<file path="src/sv/ffts_pkg.sv">
`timescale 1ns / 1ps
package ffts_pkg;

    localparam int TS_W     = 48;
    localparam int DUR_W    = 16;
    localparam int HANDLE_W = 32;
    localparam int SERIAL_W = 32;

    localparam logic [2:0] MODE_PUSH  = 3'd0;
    localparam logic [2:0] MODE_POP   = 3'd1;
    localparam logic [2:0] MODE_PEEK  = 3'd2;
    localparam logic [2:0] MODE_DROP  = 3'd3;
    localparam logic [2:0] MODE_FLUSH = 3'd4;
    localparam logic [2:0] MODE_ABORT = 3'd5;

    localparam logic [1:0] ST_DONE  = 2'd0;
    localparam logic [1:0] ST_EMPTY = 2'd1;
    localparam logic [1:0] ST_FULL  = 2'd2;
    localparam logic [1:0] ST_ABORT = 2'd3;

    // 0.04 s in Q16 seconds
    localparam logic [DUR_W-1:0] DUR_RESET = 16'd2621;
    localparam logic [TS_W-1:0]  TS_MAX    = {TS_W{1'b1}};

    typedef struct packed {
        logic [2:0]          mode;
        logic [HANDLE_W-1:0] frame_handle;
        logic                pts_valid;
        logic [TS_W-1:0]     pts;
        logic [SERIAL_W-1:0] serial;
    } t_in_item;

    typedef struct packed {
        logic [1:0]          status;
        logic [HANDLE_W-1:0] out_frame;
        logic [TS_W-1:0]     out_pts;
        logic [SERIAL_W-1:0] out_serial;
        logic                is_full;
    } t_out_item;

    typedef struct packed {
        logic [HANDLE_W-1:0] handle;
        logic [TS_W-1:0]     pts;
        logic [SERIAL_W-1:0] serial;
    } t_entry;

    typedef struct packed {
        logic load_in;
        logic exec;
    } t_dp_cmd;

endpackage

</file>
<file path="src/sv/ffts_if.sv">
`timescale 1ns / 1ps
interface ffts_in_if;
    import ffts_pkg::*;
    logic     valid;
    logic     ready;
    t_in_item data;
    modport source (output valid, output data, input ready);
    modport sink (input valid, input data, output ready);
endinterface

interface ffts_out_if #(
    parameter int CNT_W = 5
);
    import ffts_pkg::*;
    logic             valid;
    logic             ready;
    t_out_item        data;
    logic [CNT_W-1:0] fill_count;
    modport source (output valid, output data, output fill_count, input ready);
    modport sink (input valid, input data, input fill_count, output ready);
endinterface

interface ffts_cfg_if;
    import ffts_pkg::*;
    logic             valid;
    logic             ready;
    logic [DUR_W-1:0] data;
    modport source (output valid, output data, input ready);
    modport sink (input valid, input data, output ready);
endinterface

</file>
<file path="src/sv/ffts_ctrl.sv">
`timescale 1ns / 1ps
module ffts_ctrl (
    input  logic              i_clk,
    input  logic              i_rst_n,
    input  logic              i_in_valid,
    output logic              o_in_ready,
    input  logic              i_out_ready,
    output logic              o_out_valid,
    output ffts_pkg::t_dp_cmd o_cmd
);
    import ffts_pkg::*;

    localparam logic S_IDLE = 1'b0;
    localparam logic S_EXEC = 1'b1;

    logic r_state, n_state;
    logic r_out_valid, n_out_valid;
    logic w_accept;

    // a new beat may enter in the idle state once the result slot is free or draining
    assign o_in_ready  = (r_state == S_IDLE) && (!r_out_valid || i_out_ready);
    assign w_accept    = i_in_valid && o_in_ready;
    assign o_out_valid = r_out_valid;

    always_comb begin
        n_state     = r_state;
        n_out_valid = r_out_valid;
        o_cmd       = '0;
        if (r_out_valid && i_out_ready) begin
            n_out_valid = 1'b0;
        end
        case (r_state)
            S_IDLE: begin
                if (w_accept) begin
                    o_cmd.load_in = 1'b1;
                    n_state       = S_EXEC;
                end
            end
            S_EXEC: begin
                o_cmd.exec  = 1'b1;
                n_out_valid = 1'b1;
                n_state     = S_IDLE;
            end
            default: begin
                n_state = S_IDLE;
            end
        endcase
    end

    always_ff @(posedge i_clk) begin
        if (!i_rst_n) begin
            r_state     <= S_IDLE;
            r_out_valid <= 1'b0;
        end else begin
            r_state     <= n_state;
            r_out_valid <= n_out_valid;
        end
    end

    a_accept_exec: assert property (@(posedge i_clk) disable iff (!i_rst_n)
        w_accept |=> (r_state == S_EXEC))
        else $error("accepted beat not executed next cycle");

    a_slot_free: assert property (@(posedge i_clk) disable iff (!i_rst_n)
        (r_state == S_EXEC) |-> !r_out_valid)
        else $error("execute while result slot occupied");

    a_exec_result: assert property (@(posedge i_clk) disable iff (!i_rst_n)
        o_cmd.exec |=> (r_out_valid && r_state == S_IDLE))
        else $error("execute did not produce a result");

endmodule

</file>
<file path="src/sv/ffts_dp.sv">
`timescale 1ns / 1ps
module ffts_dp #(
    parameter int QUEUE_DEPTH = 16,
    parameter int PTR_W       = 4,
    parameter int CNT_W       = 5
) (
    input  logic                              i_clk,
    input  logic                              i_rst_n,
    input  ffts_pkg::t_dp_cmd                 i_cmd,
    input  ffts_pkg::t_in_item                i_in_data,
    input  logic                              i_cfg_valid,
    output logic                              o_cfg_ready,
    input  logic [ffts_pkg::DUR_W-1:0]        i_cfg_data,
    output ffts_pkg::t_out_item               o_out_data,
    output logic [CNT_W-1:0]                  o_fill_count
);
    import ffts_pkg::*;

    localparam int ENTRY_W = $bits(t_entry);

    logic [ENTRY_W-1:0] r_mem [QUEUE_DEPTH];
    t_entry             r_rd_data;
    t_in_item           r_in;

    logic [PTR_W-1:0] r_rd_ptr, n_rd_ptr;
    logic [PTR_W-1:0] r_wr_ptr, n_wr_ptr;
    logic [CNT_W-1:0] r_cnt, n_cnt;
    logic [TS_W-1:0]  r_last, n_last;
    logic             r_last_v, n_last_v;
    logic [DUR_W-1:0] r_dur, n_dur;
    logic [DUR_W-1:0] r_def_dur;
    logic             r_aborted, n_aborted;
    t_out_item        r_out, n_out;
    logic [CNT_W-1:0] r_fill;

    logic             w_we;
    t_entry           w_wr_entry;
    logic [TS_W:0]    w_sum;
    logic             w_sat;
    logic [TS_W-1:0]  w_syn_pts;
    logic [DUR_W-1:0] w_syn_delta;
    logic [TS_W:0]    w_diff;
    logic [TS_W-1:0]  w_push_pts;
    logic [DUR_W-1:0] w_delta;
    logic             w_step;
    logic             w_empty;
    logic             w_full;

    function automatic logic [PTR_W-1:0] wrap_next(input logic [PTR_W-1:0] p);
        return (p == PTR_W'(QUEUE_DEPTH - 1)) ? '0 : p + PTR_W'(1);
    endfunction

    assign o_cfg_ready  = 1'b1;
    assign o_out_data   = r_out;
    assign o_fill_count = r_fill;
    assign w_empty      = (r_cnt == '0);
    assign w_full       = (r_cnt == CNT_W'(QUEUE_DEPTH));

    // synthetic timestamp: step is the duration, or what is left below saturation
    assign w_sum       = {1'b0, r_last} + {{(TS_W + 1 - DUR_W){1'b0}}, r_dur};
    assign w_sat       = w_sum[TS_W];
    assign w_syn_pts   = !r_last_v ? '0 : (w_sat ? TS_MAX : w_sum[TS_W-1:0]);
    assign w_syn_delta = w_sat ? ~r_last[DUR_W-1:0] : r_dur;

    assign w_diff = {1'b0, r_in.pts} - {1'b0, r_last};

    always_comb begin
        if (r_in.pts_valid) begin
            w_push_pts = r_in.pts;
            w_delta    = w_diff[DUR_W-1:0];
            w_step     = r_last_v && !w_diff[TS_W] && (w_diff[TS_W-1:0] != '0)
                         && (w_diff[TS_W-1:DUR_W] == '0);
        end else begin
            w_push_pts = w_syn_pts;
            w_delta    = w_syn_delta;
            w_step     = r_last_v && (w_syn_delta != '0);
        end
    end

    assign w_wr_entry = '{handle: r_in.frame_handle, pts: w_push_pts, serial: r_in.serial};

    always_comb begin
        n_rd_ptr  = r_rd_ptr;
        n_wr_ptr  = r_wr_ptr;
        n_cnt     = r_cnt;
        n_last    = r_last;
        n_last_v  = r_last_v;
        n_dur     = r_dur;
        n_aborted = r_aborted;
        n_out     = '0;
        w_we      = 1'b0;
        n_out.status = ST_DONE;
        case (r_in.mode)
            MODE_PUSH: begin
                if (r_aborted) begin
                    n_out.status = ST_ABORT;
                end else if (w_full) begin
                    n_out.status = ST_FULL;
                end else begin
                    w_we          = 1'b1;
                    n_wr_ptr      = wrap_next(r_wr_ptr);
                    n_cnt         = r_cnt + CNT_W'(1);
                    n_last        = w_push_pts;
                    n_last_v      = 1'b1;
                    n_out.out_pts = w_push_pts;
                    if (w_step) begin
                        n_dur = w_delta;
                    end
                end
            end
            MODE_POP, MODE_PEEK: begin
                if (r_aborted) begin
                    n_out.status = ST_ABORT;
                end else if (w_empty) begin
                    n_out.status = ST_EMPTY;
                end else begin
                    n_out.out_frame  = r_rd_data.handle;
                    n_out.out_pts    = r_rd_data.pts;
                    n_out.out_serial = r_rd_data.serial;
                    if (r_in.mode == MODE_POP) begin
                        n_rd_ptr = wrap_next(r_rd_ptr);
                        n_cnt    = r_cnt - CNT_W'(1);
                    end
                end
            end
            MODE_DROP: begin
                if (w_empty) begin
                    n_out.status = ST_EMPTY;
                end else begin
                    n_rd_ptr = wrap_next(r_rd_ptr);
                    n_cnt    = r_cnt - CNT_W'(1);
                end
            end
            MODE_FLUSH: begin
                n_rd_ptr = '0;
                n_wr_ptr = '0;
                n_cnt    = '0;
                n_last_v = 1'b0;
            end
            MODE_ABORT: begin
                n_aborted = 1'b1;
            end
            default: begin
            end
        endcase
        n_out.is_full = (n_cnt == CNT_W'(QUEUE_DEPTH));
    end

    // store: one write port, one registered read port at the head
    always_ff @(posedge i_clk) begin
        if (i_cmd.exec && w_we) begin
            r_mem[r_wr_ptr] <= w_wr_entry;
        end
        r_rd_data <= t_entry'(r_mem[r_rd_ptr]);
    end

    always_ff @(posedge i_clk) begin
        if (i_cmd.load_in) begin
            r_in <= i_in_data;
        end
        if (i_cmd.exec) begin
            r_out  <= n_out;
            r_fill <= n_cnt;
            r_last <= n_last;
        end
    end

    always_ff @(posedge i_clk) begin
        if (!i_rst_n) begin
            r_rd_ptr  <= '0;
            r_wr_ptr  <= '0;
            r_cnt     <= '0;
            r_last_v  <= 1'b0;
            r_aborted <= 1'b0;
            r_dur     <= DUR_RESET;
            r_def_dur <= DUR_RESET;
        end else begin
            if (i_cmd.exec) begin
                r_rd_ptr  <= n_rd_ptr;
                r_wr_ptr  <= n_wr_ptr;
                r_cnt     <= n_cnt;
                r_last_v  <= n_last_v;
                r_aborted <= n_aborted;
                r_dur     <= n_dur;
            end
            if (i_cfg_valid) begin
                r_def_dur <= i_cfg_data;
                r_dur     <= i_cfg_data;
            end
        end
    end

    a_cnt_bound: assert property (@(posedge i_clk) disable iff (!i_rst_n)
        r_cnt <= CNT_W'(QUEUE_DEPTH))
        else $error("entry count above depth");

    a_ptr_gap: assert property (@(posedge i_clk) disable iff (!i_rst_n)
        (r_cnt == '0 || r_cnt == CNT_W'(QUEUE_DEPTH)) |-> (r_rd_ptr == r_wr_ptr))
        else $error("pointers disagree with count");

    a_abort_sticky: assert property (@(posedge i_clk) disable iff (!i_rst_n)
        r_aborted |=> r_aborted)
        else $error("abort flag cleared without reset");

    a_dur_reload: assert property (@(posedge i_clk) disable iff (!i_rst_n)
        i_cfg_valid |=> (r_dur == r_def_dur))
        else $error("register write did not reload duration");

endmodule

</file>
<file path="src/sv/frame_fifo_with_timestamp_fill.sv">
`timescale 1ns / 1ps
// A result beat is registered when the controller executes an accepted input beat;
//   no new beat is accepted before the last one executes, by the accept/execute
//   sequence of the controller around the registered read port of the entry memory.
// Reset (synchronous, active low) clears pointers, count, last timestamp flag and
//   abort, and reloads the duration register; the entry memory is not cleared.
module frame_fifo_with_timestamp_fill #(
    parameter int QUEUE_DEPTH = 16
) (
    input  logic       i_clk,
    input  logic       i_rst_n,
    ffts_in_if.sink    i_in,
    ffts_out_if.source o_res,
    ffts_cfg_if.sink   i_cfg
);
    import ffts_pkg::*;

    localparam int PTR_W = (QUEUE_DEPTH > 1) ? $clog2(QUEUE_DEPTH) : 1;
    localparam int CNT_W = $clog2(QUEUE_DEPTH + 1);

    t_dp_cmd w_cmd;

    ffts_ctrl u_ctrl (
        .i_clk       (i_clk),
        .i_rst_n     (i_rst_n),
        .i_in_valid  (i_in.valid),
        .o_in_ready  (i_in.ready),
        .i_out_ready (o_res.ready),
        .o_out_valid (o_res.valid),
        .o_cmd       (w_cmd)
    );

    ffts_dp #(
        .QUEUE_DEPTH (QUEUE_DEPTH),
        .PTR_W       (PTR_W),
        .CNT_W       (CNT_W)
    ) u_dp (
        .i_clk        (i_clk),
        .i_rst_n      (i_rst_n),
        .i_cmd        (w_cmd),
        .i_in_data    (i_in.data),
        .i_cfg_valid  (i_cfg.valid),
        .o_cfg_ready  (i_cfg.ready),
        .i_cfg_data   (i_cfg.data),
        .o_out_data   (o_res.data),
        .o_fill_count (o_res.fill_count)
    );

endmodule

</file>
<file path="src/flat_wrapper.sv">
// flat-port wrapper written by rule: the top's interface ports become plain ports
module frame_fifo_with_timestamp_fill_flat import ffts_pkg::*;
#(
    parameter int QUEUE_DEPTH = 16
)
  (i_clk, i_rst_n, i_in_valid, i_in_data, i_in_ready, o_res_valid, o_res_data, o_res_fill_count, o_res_ready, i_cfg_valid, i_cfg_data, i_cfg_ready);
  ffts_in_if i_in_i ();
  ffts_out_if #(.CNT_W(5)) o_res_i ();
  ffts_cfg_if i_cfg_i ();
  input  logic i_clk;
  input  logic i_rst_n;
  input wire logic [$bits(i_in_i.valid)-1:0] i_in_valid;
  input wire logic [$bits(i_in_i.data)-1:0] i_in_data;
  output wire logic [$bits(i_in_i.ready)-1:0] i_in_ready;
  output wire logic [$bits(o_res_i.valid)-1:0] o_res_valid;
  output wire logic [$bits(o_res_i.data)-1:0] o_res_data;
  output wire logic [$bits(o_res_i.fill_count)-1:0] o_res_fill_count;
  input wire logic [$bits(o_res_i.ready)-1:0] o_res_ready;
  input wire logic [$bits(i_cfg_i.valid)-1:0] i_cfg_valid;
  input wire logic [$bits(i_cfg_i.data)-1:0] i_cfg_data;
  output wire logic [$bits(i_cfg_i.ready)-1:0] i_cfg_ready;
  assign i_in_i.valid = i_in_valid;
  assign i_in_i.data = i_in_data;
  assign i_in_ready = i_in_i.ready;
  assign o_res_valid = o_res_i.valid;
  assign o_res_data = o_res_i.data;
  assign o_res_fill_count = o_res_i.fill_count;
  assign o_res_i.ready = o_res_ready;
  assign i_cfg_i.valid = i_cfg_valid;
  assign i_cfg_i.data = i_cfg_data;
  assign i_cfg_ready = i_cfg_i.ready;
  frame_fifo_with_timestamp_fill #(.QUEUE_DEPTH(QUEUE_DEPTH)) u_core (.i_clk(i_clk), .i_rst_n(i_rst_n), .i_in(i_in_i), .o_res(o_res_i), .i_cfg(i_cfg_i));
endmodule
</file>
<file path="config.mk">
export PLATFORM = sky130hd
export DESIGN_NAME = frame_fifo_with_timestamp_fill_flat
export DESIGN_NICKNAME = d
export VERILOG_FILES = /design/src/sv/ffts_pkg.sv /design/src/sv/ffts_if.sv /design/src/sv/ffts_ctrl.sv /design/src/sv/ffts_dp.sv /design/src/sv/frame_fifo_with_timestamp_fill.sv /design/src/flat_wrapper.sv
export SDC_FILE = /design/constraint.sdc
export NUM_CORES = 2
export LEC_CHECK = 0
export BUFFER_PORTS_ARGS = -buffer_cell sky130_fd_sc_hd__buf_2
export CORE_ASPECT_RATIO = 1.75
export CORE_MARGIN = 8
export CORE_UTILIZATION = 45
export CTS_CLUSTER_DIAMETER = 80
export DETAILED_ROUTE_END_ITERATION = 6
export SYNTH_ARGS = -nofsm -noshare
export SYNTH_HDL_FRONTEND = slang
export SYNTH_SLANG_ARGS = --single-unit
</file>
<file path="constraint.sdc">
create_clock -name i_clk -period 25.8 [get_ports i_clk]
set_input_delay 0 -clock i_clk [delete_from_list [all_inputs] [get_ports i_clk]]
set_output_delay 0 -clock i_clk [all_outputs]
set_load 0.01 [all_outputs]
</file>
==> results.sh <==
export IMPL_worst_slack_ps=19960
export IMPL_seqPwrFrac=0.548
export IMPL_critPathCaptureType="flip-flop"
export IMPL_grt_max_degree=111
export IMPL_grt_pass1_vias=46300
export IMPL_gp_congestion=0.894
export IMPL_routed_wl_mm=212
export IMPL_swShare=0.204
export IMPL_avgSynthCellArea_um2=20.6
export IMPL_cp_num_buf_inv=1
export IMPL_slowest_delay_ps=930
export IMPL_setup_tns_ps=0
export IMPL_crit_slowest_cell="nor4b_4"
export IMPL_cap_violations=0
export IMPL_via_count=43300
export IMPL_ys_ff_latch=2221
export IMPL_via_per_inst=5.80
export IMPL_grt_pass1_wl_mm=313
export IMPL_total_power_mw=7.33
export IMPL_die_h_um=595
export IMPL_clk_pin_slew_ps=70
export IMPL_synth_area_top_cells="edfxtp_1 (72%), mux4_2 (15%), dfxtp_1 (3.4%), ha_1 (1.0%), nand2_1 (0.78%)"
export IMPL_rsz0062_at_grt="no"
export IMPL_pwr_share_clk=0.416
export IMPL_synthCells=4192
export IMPL_placed_area_um2=90800
export IMPL_route_detailed_drc=0
export IMPL_clockBufferDepth=4
export IMPL_rows=212
export IMPL_clk_latency_ps=850
export IMPL_whs_ps=329
export IMPL_grt_util_all_layers=0.202
export IMPL_crit_path_cell_trace="ha_1, fa_1, nand2b_1, a21o_1, a211oi_1, o2111ai_1, a211o_1, a21oi_1, mux2i_1, nand4_1, nor4_2, nor4b_4, o221a_2, o311ai_1, dlygate4sd3_1"
export IMPL_crit_family="compound AO/OA/AOI/OAI gates"
export IMPL_cts_tree="done"
export IMPL_ioPinCount=260
export IMPL_grt_ovfl_total=0
export IMPL_hold_viol_final=0
export IMPL_slew_violations=0
export IMPL_fin_crit_sh=0.226
export IMPL_skew_ps=55.3
export IMPL_async_reset_ff_frac=0
export IMPL_final_layout_size_suffix_gt1_frac=0.250
export IMPL_syn_area_um2=86300
export IMPL_routedWlPerCell_um=28.4
export IMPL_whs_path_depth=3
export IMPL_leakage_nw=32.2
export IMPL_pwr_share_comb=0.036
export IMPL_synth_cell_types=86
export IMPL_dieArea_um2=207000
export IMPL_holdCritPathClass="input port to flip-flop"
export IMPL_first_iter_violations=3395
export IMPL_yosys_warnings=0
export IMPL_numCtsBuffers=208
export IMPL_fin_nets=5058
export IMPL_outcome="finished, final reports clean"
export IMPL_synth_edf_count=2076
export IMPL_htreeDepth=4
export IMPL_dieWidth_um=347
export IMPL_arrival_ps=6570
export IMPL_antenna_found_initial=7
export IMPL_worstMarginPinSlew_ps=1380
export IMPL_cts_setup_buffers=0
export IMPL_p_switching_mw=1.50
export IMPL_ys_seq_area_frac=0.756
export IMPL_netlist_area_leader_share=0.722
export IMPL_worstPathMaxFanout=17
export IMPL_layout_min_cycle_time_ps=5840
export IMPL_portBuffers=258
export IMPL_start_util=0.453
export IMPL_dp_slack_ps=20320
export IMPL_final_setup_viol_count=0
export IMPL_synth_ff_type="edfxtp_1"
export IMPL_drtAntennaViolNets=0
export IMPL_final_area_um2=100000
export IMPL_areaGrowthSynthToFinish_pct=16.4
export IMPL_start_kind="flip-flop"
export IMPL_worstSetupPathType="flip-flop to flip-flop"
export IMPL_cp_required_ps=26530
export IMPL_clock_sinks=2221
export IMPL_ir_drop_v=0.0000698
export IMPL_cts_root_buf="clkbuf_16"
export IMPL_dpl_hpwl_mm=116
export IMPL_firstDrtPassIters=5
export IMPL_cp_num_cells=15
export IMPL_slew_headroom=0.0713
export IMPL_rr_worst_depth=15
export IMPL_core_area_um2=191000
export IMPL_power_density_nw_per_um2=73.0
export IMPL_yosys_area_top_type="edfxtp_1"
export IMPL_timing_fmax_mhz=171
export IMPL_p_int_mw=5.84
export IMPL_syn_nets=4402
-- logic make-up after synthesis --
family                   after synthesis  synth area share
AO/OA/AOI/OAI                        446            0.0357
XOR/XNOR                              65           0.00659
adder cells (fa/ha/maj)               73            0.0108
buffers and inverters                275            0.0121
flip-flops                          2221             0.756
multiplexers                         573             0.148
other                                  1         0.0000434
AND/OR/NAND/NOR                      538            0.0314
-- through the flow --
| step | instances | util |
|---|---|---|
| after floorplan | 4192 | - |
| after global placement | 6797 | 0.476 |
| after detailed placement | 6797 | 0.476 |
| after CTS | 7472 | 0.527 |
| after global routing | 7473 | 0.527 |
| final | 7474 | 0.527 |
-- cell type report --
class                      count  area (um^2)
inverter                      73          274
multi-input combinational   1696        20200
fill                       14800        90200
clock inverter               104         1100
antenna                        2         5.00
sequential                  2221        65300
tap                         2461         3080
clock buffer                 269         5580
timing repair buffer         648         5040
-- power groups by stage --
| stage | Clock, mW | Combinational (mW) | Sequential, mW |
|---|---|---|---|
| after global routing | 3.23 | 0.288 | 4.02 |
| after CTS | 3.12 | 0.268 | 4.02 |
| after global placement | 0 | 0.229 | 4.10 |
| after floorplan | 0 | 0.142 | 4.09 |
| final | 3.05 | 0.266 | 4.02 |
| after detailed placement | 0 | 0.232 | 4.10 |
-- worst paths after layout --
kind,slack (ps),from,endpoint
min reg2reg,500,u_core.u_dp.r_rd_data[81],u_core.u_dp.o_out_data[82]
max reg2reg,19960,u_core.u_dp.r_last[0],u_core.u_dp.r_dur[2]
min,330,i_rst_n,u_core.u_dp.r_aborted
max,19960,u_core.u_dp.r_last[0],u_core.u_dp.r_dur[2]
-- Yosys cell counts (17+ instances only) --
cell / count
o2111ai_1: 20
nand2b_1: 17
a22o_1: 50
xnor2_1: 50
edfxtp_1: 2076
ha_1: 71
o21ai_0: 101
buf_1: 50
and2_1: 74
inv_1: 72
a21o_1: 32
nor2_1: 94
dfxtp_1: 145
o211ai_1: 24
a21oi_1: 89
nand2_1: 180
nor3_1: 28
nand4_1: 28
nand3_1: 32
clkbuf_1: 145
mux4_2: 560
-- cell usage in the layout (no fill, tap or decap), types with 22 or more instances in the layout --
master,synthesis,final
a22o_1,50,50
nor2_1,94,82
clkbuf_16,0,209
clkbuf_1,145,48
nand2_1,180,180
clkinv_2,0,34
nand3_1,32,32
mux4_2,560,560
buf_2,4,258
buf_4,2,83
a21oi_1,89,89
nor3_1,28,24
dlygate4sd3_1,0,302
and2_1,74,73
ha_1,71,71
o21ai_0,101,94
inv_1,72,72
a21o_1,32,32
edfxtp_1,2076,2076
clkinv_1,1,32
nand4_1,28,28
xnor2_1,50,50
o211ai_1,24,24
bufinv_16,0,22
dfxtp_1,145,140
-- timing repair --
item,in CTS,in global routing
resized for setup,0,0
setup endpoints to repair,0,0
hold endpoints to repair,193,0
hold buffers,302,0
-- flip-flops by register name, summed over array words and instances (netlist names) --
signal / count
u_core.u_dp.r_mem: 1792
u_core.u_dp.r_in: 116
u_core.u_dp.o_out_data: 115
u_core.u_dp.r_rd_data: 112
u_core.u_dp.r_last: 48
u_core.u_dp.r_dur: 16
u_core.u_dp.o_fill_count: 5
u_core.u_dp.r_cnt: 5
u_core.u_dp.r_rd_ptr: 4
u_core.u_dp.r_wr_ptr: 4
u_core.u_ctrl.o_out_valid: 1
u_core.u_ctrl.r_state: 1
u_core.u_dp.r_aborted: 1
u_core.u_dp.r_last_v: 1
-- tightest hold or removal path: stages --
cell	delay, ps
dlygate4sd3_1	540
buf_2	350
o21a_1	200
-- per-layer routing --
layer / vias up / part of all wire / track usage
li1: 18600 / - / -
met1: 23200 / 0.42 / 0.273
met2: 1215 / 0.51 / 0.349
met3: 321 / 0.044 / 0.0240
met4: 0 / 0.026 / 0.0560
met5: - / 0 / 0
No activity file was read; power rests on OpenSTA's default activity.
